### src/rtl/assert_macros.svh
// Assertion macros shared by the value noise RTL.
// Depends on nothing; define NO_ASSERTIONS to drop all checks.
`ifndef ASSERT_MACROS_SVH
`define ASSERT_MACROS_SVH
`ifndef NO_ASSERTIONS
`define AST_IMPL(lbl, clk, rst_n, a, c) \
	lbl: assert property (@(posedge clk) disable iff (!rst_n) (a) |-> (c)) \
	else $error("assertion failed");
`define AST_NEXT(lbl, clk, rst_n, a, c) \
	lbl: assert property (@(posedge clk) disable iff (!rst_n) (a) |=> (c)) \
	else $error("assertion failed");
`else
`define AST_IMPL(lbl, clk, rst_n, a, c)
`define AST_NEXT(lbl, clk, rst_n, a, c)
`endif
`endif

### src/rtl/ovn_div.sv
// Radix-2 restoring divider, one quotient bit per cycle.
// Depends on nothing.
`default_nettype none
module ovn_div #(
	parameter int NW = 48,
	parameter int DW = 27
) (
	input  wire logic          clk,
	input  wire logic          arst_n,
	input  wire logic          go,
	input  wire logic [NW-1:0] num,
	input  wire logic [DW-1:0] den,
	output logic               done,
	output logic      [NW-1:0] quo
);
	localparam int CW = $clog2(NW + 1);
	logic [NW-1:0] quo_q;
	logic [DW-1:0] rem_q;
	logic [DW-1:0] den_q;
	logic [CW-1:0] cnt_q;
	logic          busy_q;
	logic [DW:0]   trial;
	logic [DW:0]   diff;

	assign trial = {rem_q, quo_q[NW-1]};
	assign diff = trial - {1'b0, den_q};
	assign quo = quo_q;

	always_ff @(posedge clk or negedge arst_n) begin
		if (!arst_n) begin
			busy_q <= 1'b0;
			done <= 1'b0;
			cnt_q <= '0;
		end else begin
			done <= 1'b0;
			if (go) begin
				busy_q <= 1'b1;
				cnt_q <= CW'(NW);
			end else if (busy_q) begin
				cnt_q <= cnt_q - 1'b1;
				if (cnt_q == CW'(1)) begin
					busy_q <= 1'b0;
					done <= 1'b1;
				end
			end
		end
	end

	always_ff @(posedge clk) begin
		if (go) begin
			quo_q <= num;
			rem_q <= '0;
			den_q <= den;
		end else if (busy_q) begin
			if (!diff[DW]) begin
				rem_q <= diff[DW-1:0];
				quo_q <= {quo_q[NW-2:0], 1'b1};
			end else begin
				rem_q <= trial[DW-1:0];
				quo_q <= {quo_q[NW-2:0], 1'b0};
			end
		end
	end
endmodule
`default_nettype wire

### config.mk
export PLATFORM = sky130hd
export DESIGN_NAME = ovn_div
export DESIGN_NICKNAME = d
export VERILOG_FILES = /design/src/rtl/assert_macros.svh /design/src/rtl/ovn_div.sv
export SDC_FILE = /design/constraint.sdc
export NUM_CORES = 1
export LEC_CHECK = 0
export ABC_AREA = 0
export BUFFER_PORTS_ARGS = -buffer_cell sky130_fd_sc_hd__buf_2
export CORE_MARGIN = 2
export CORE_UTILIZATION = 55
export DETAILED_ROUTE_END_ITERATION = 8
export PLACE_DENSITY = 0.8
export REMOVE_ABC_BUFFERS = 1
export SETUP_SLACK_MARGIN = 0.15
export SYNTH_ARGS = -nofsm -noshare
export SYNTH_HDL_FRONTEND = slang
export SYNTH_SLANG_ARGS = --single-unit
### constraint.sdc
create_clock -name clk -period 3.1 [get_ports clk]
set_clock_uncertainty 0.05 [all_clocks]
set_input_delay 0.31 -clock clk [delete_from_list [all_inputs] [get_ports clk]]
set_output_delay 0.31 -clock clk [all_outputs]
set_load 0.005 [all_outputs]
==> flow_metrics.py <==
metrics = {
    "setup_path": {
        "cp-start-kind": "flop",
        "cp_common_cell": "a211oi_2",
        "arrival_ps": 3050,
        "cp.buffers_inverters": 1,
        "crit_required_ps": 3350,
        "cp_cell_sequence": "ha_1, nor2b_1, o31ai_2, a211oi_2, o21a_1, o2111a_1, or3_4, buf_12, mux2i_2, a211oi_2",
        "critPathTopFamily": "compound AO/OA/AOI/OAI gates",
        "path_max_fanout": 12,
        "cp_slowest_cell": "dfxtp_1",
        "path_class": "reg -> reg",
        "cpPeakStageDelay_ps": 440,
        "end_kind": "flop",
    },
    "timing": {
        "fin_crit_ps": 2804,
        "setup_viol": 0,
        "finalMaxSlewViolations": 0,
        "rsz0062_at_grt": "yes",
        "finalHoldViolCount": 0,
        "fmax_mhz": 356.6,
        "slew_headroom": 0.6107,
        "fin_crit_sh": 0.9045,
        "tightest_slew_ps": 584.0,
        "fin_tns_setup_ps": 0,
    },
    "clock_network": {
        "cts_buffers": 9,
        "clock-sinks": 110,
        "cts-root-buf": "clkbuf_8",
        "clock_latency_ps": 390,
        "cts_buffer_depth": 2,
        "cts_tree": "yes",
        "path_clk_slew_ps": 110,
        "cts_max_level": 3,
    },
    "global_route": {
        "grt_pass1_vias": 4638,
        "grt_antenna_before_repair": 0,
        "grt_max_degree": 49,
        "grt_first_pass_wirelength_um": 21260,
        "track_usage": 0.2317,
        "overflow": 0,
    },
    "floorplan": {
        "die_area_mm2": 0.01181,
        "initial_core_util": 0.5607,
        "die_x_um": 108.7,
        "ioPinCount": 127,
        "die_height_um": 108.7,
        "core-area_mm2": 0.01075,
        "fp-row-count": 38,
    },
    "worst_hold_path": {
        "hp-class": "in -> reg",
    },
    "synthesis": {
        "synth_top_area_cell": "edfxtp_1",
        "synth_cells": 540,
        "ys_seq_area_frac": 0.4968,
        "synth_edf_count": 75,
        "yosysWarnings": 0,
        "synth_ff_type": "edfxtp_1",
        "netlist_area_mm2": 0.006025,
        "synth_area_per_cell_um2": 11.16,
        "ys_ff_latch": 110,
        "synth_cell_types": 61,
        "synth.top_cell.area_share": 0.3738,
        "synth_area_leaders": "edfxtp_1 (37%), dfxtp_1 (9.0%), mux2_2 (9.0%)",
        "async_reset_ff_frac": 0.07273,
    },
    "power_and_ir_drop": {
        "leakage_nw": 3.063,
        "p_per_area_mw_per_mm2": 738.6,
        "power_mw": 5.263,
        "vdd.ir_drop.worst_mv": 0.4855,
    },
    "placed_design": {
        "placed_cell_area_mm2": 0.006784,
        "gp_congestion": 0.8977,
        "port_buffers": 126,
        "dp_hpwl_um": 9518,
    },
    "drt": {
        "wl_um": 12990,
        "drt_iter0_drc": 198,
        "vias_per_cell": 5.591,
        "antenna_left": 0,
        "drtPass1Iterations": 4,
        "num_vias": 4540,
        "wl_per_cell_um": 16.00,
        "drc": 0,
    },
    "run": {
        "drv_cap": 0,
    },
    "status": {
        "status": "finished clean",
    },
    "layout": {
        "syn_to_final_growth_pct": 18.28,
        "fin_area_mm2": 0.007126,
        "nFillCells": 871,
        "drive_above_1_share": 0.3467,
        "multi_input_area_mm2": 0.002868,
        "seqCellArea_mm2": 0.002993,
        "antenna_cells": 0,
        "fin_nets": 775,
    },
}
[state kept, by name, indices dropped and copies added, names as in the netlist]
signal / count
cnt_q: 6
den_q: 27
done: 1
rem_q: 27
busy_q: 1
quo: 48
[kinds of logic after synthesis]
kind of cell,Yosys count,synth area share
AOI/OAI and AO/OA,112,0.1271
xor gates and xnor gates,20,0.02908
adders and majority gates,30,0.06355
buffers and inverters,60,0.04112
DFF,110,0.4968
muxes,68,0.1229
and+or+nand+nor,140,0.1194
[final timing paths]
check,startpoint,end,slack [ps],cells after the start
setup / recovery,rem_q[0],rem_q[8],300,10
hold / removal,den[21],den_q[21],30,1
setup reg to reg,rem_q[0],rem_q[8],300,10
hold reg to reg,rem_q[21],rem_q[21],430,2
max in group asynchronous,arst_n,cnt_q[1],2610,2
min in group asynchronous,arst_n,done,220,2
[through the flow]
stage,setup WS (ps),std cells,hold slack (ps),util
final,296.1,812,34.76,0.6631
after global routing,136.0,812,6.606,0.6631
after CTS,190.9,808,13.07,0.6524
after detailed placement,63.49,791,114.2,0.6313
after global placement,156.3,791,106.3,0.6313
after floorplan,134.2,517,-35.59,-
[cells in the mapped netlist, drive strengths merged, types with 5 or more instances]
library cell	instances
edfxtp	75
mux2	48
nor2	38
inv	37
nand2	36
ha	29
dfxtp	27
o21ai	26
a21oi	21
mux2i	20
nor3	19
a211oi	17
clkbuf	16
xnor2	13
o21a	9
dfrtp	8
a21o	7
buf	7
nand2b	7
xor2	7
and4	6
nand3	6
nor4	5
[per-layer routing]
metal	global-route usage	vias up	share of wire
met5	0	-	0
met4	0.07967	0	0.019
met3	0.09145	21	0.078
met2	0.3920	152	0.50
met1	0.2681	2120	0.41
li1	-	2247	-
[report_power, final]
part           internal [mW]  total (mW)  switching, mW
combinational           1.11        2.36           1.24
clock                  0.383       0.893          0.510
sequential              1.83        2.01          0.178
total                   3.33        5.26           1.93
[cell type report]
cell class | instances | area share
sequential | 110 | 0.4200
multi-input combinational | 370 | 0.4025
timing repair buffer | 139 | 0.1057
tap | 140 | 0.02458
inverter | 37 | 0.01949
clock buffer | 10 | 0.01791
clock inverter | 6 | 0.009833
[cells in the final DEF, fill, tap and decap left out, types with 3 or more instances in the layout]
master / n
o211ai_1: 3
mux2i_1: 19
inv_1: 34
dfrtp_1: 8
a31oi_1: 3
xnor2_1: 13
nand3_1: 6
and2_1: 3
ha_1: 28
a21o_1: 7
buf_2: 125
and3_1: 3
o31ai_1: 3
nor2_1: 38
a21oi_2: 4
o21ai_1: 10
nand2b_1: 7
edfxtp_1: 75
a211oi_2: 5
buf_4: 11
nor3_2: 4
inv_2: 3
o21ai_0: 15
a21oi_1: 16
o21a_1: 9
dfxtp_1: 27
a311oi_1: 3
a211oi_1: 12
nand2_1: 36
clkbuf_8: 9
mux2_2: 48
nor4_1: 4
nand3b_1: 3
nor3_1: 15
and4_1: 6
xor2_1: 7
[repair_timing]
| item | 4_1_cts | 5_1_grt |
|---|---|---|
| hold buffers | 1 | 0 |
| gates resized for setup | 4 | 20 |
| hold endpoints to repair | 8 | 0 |
| pin swaps | 0 | 16 |
| buffers inserted | 0 | 4 |
| setup endpoints to repair | 4 | 18 |
Power figures use the tool's default switching activity.
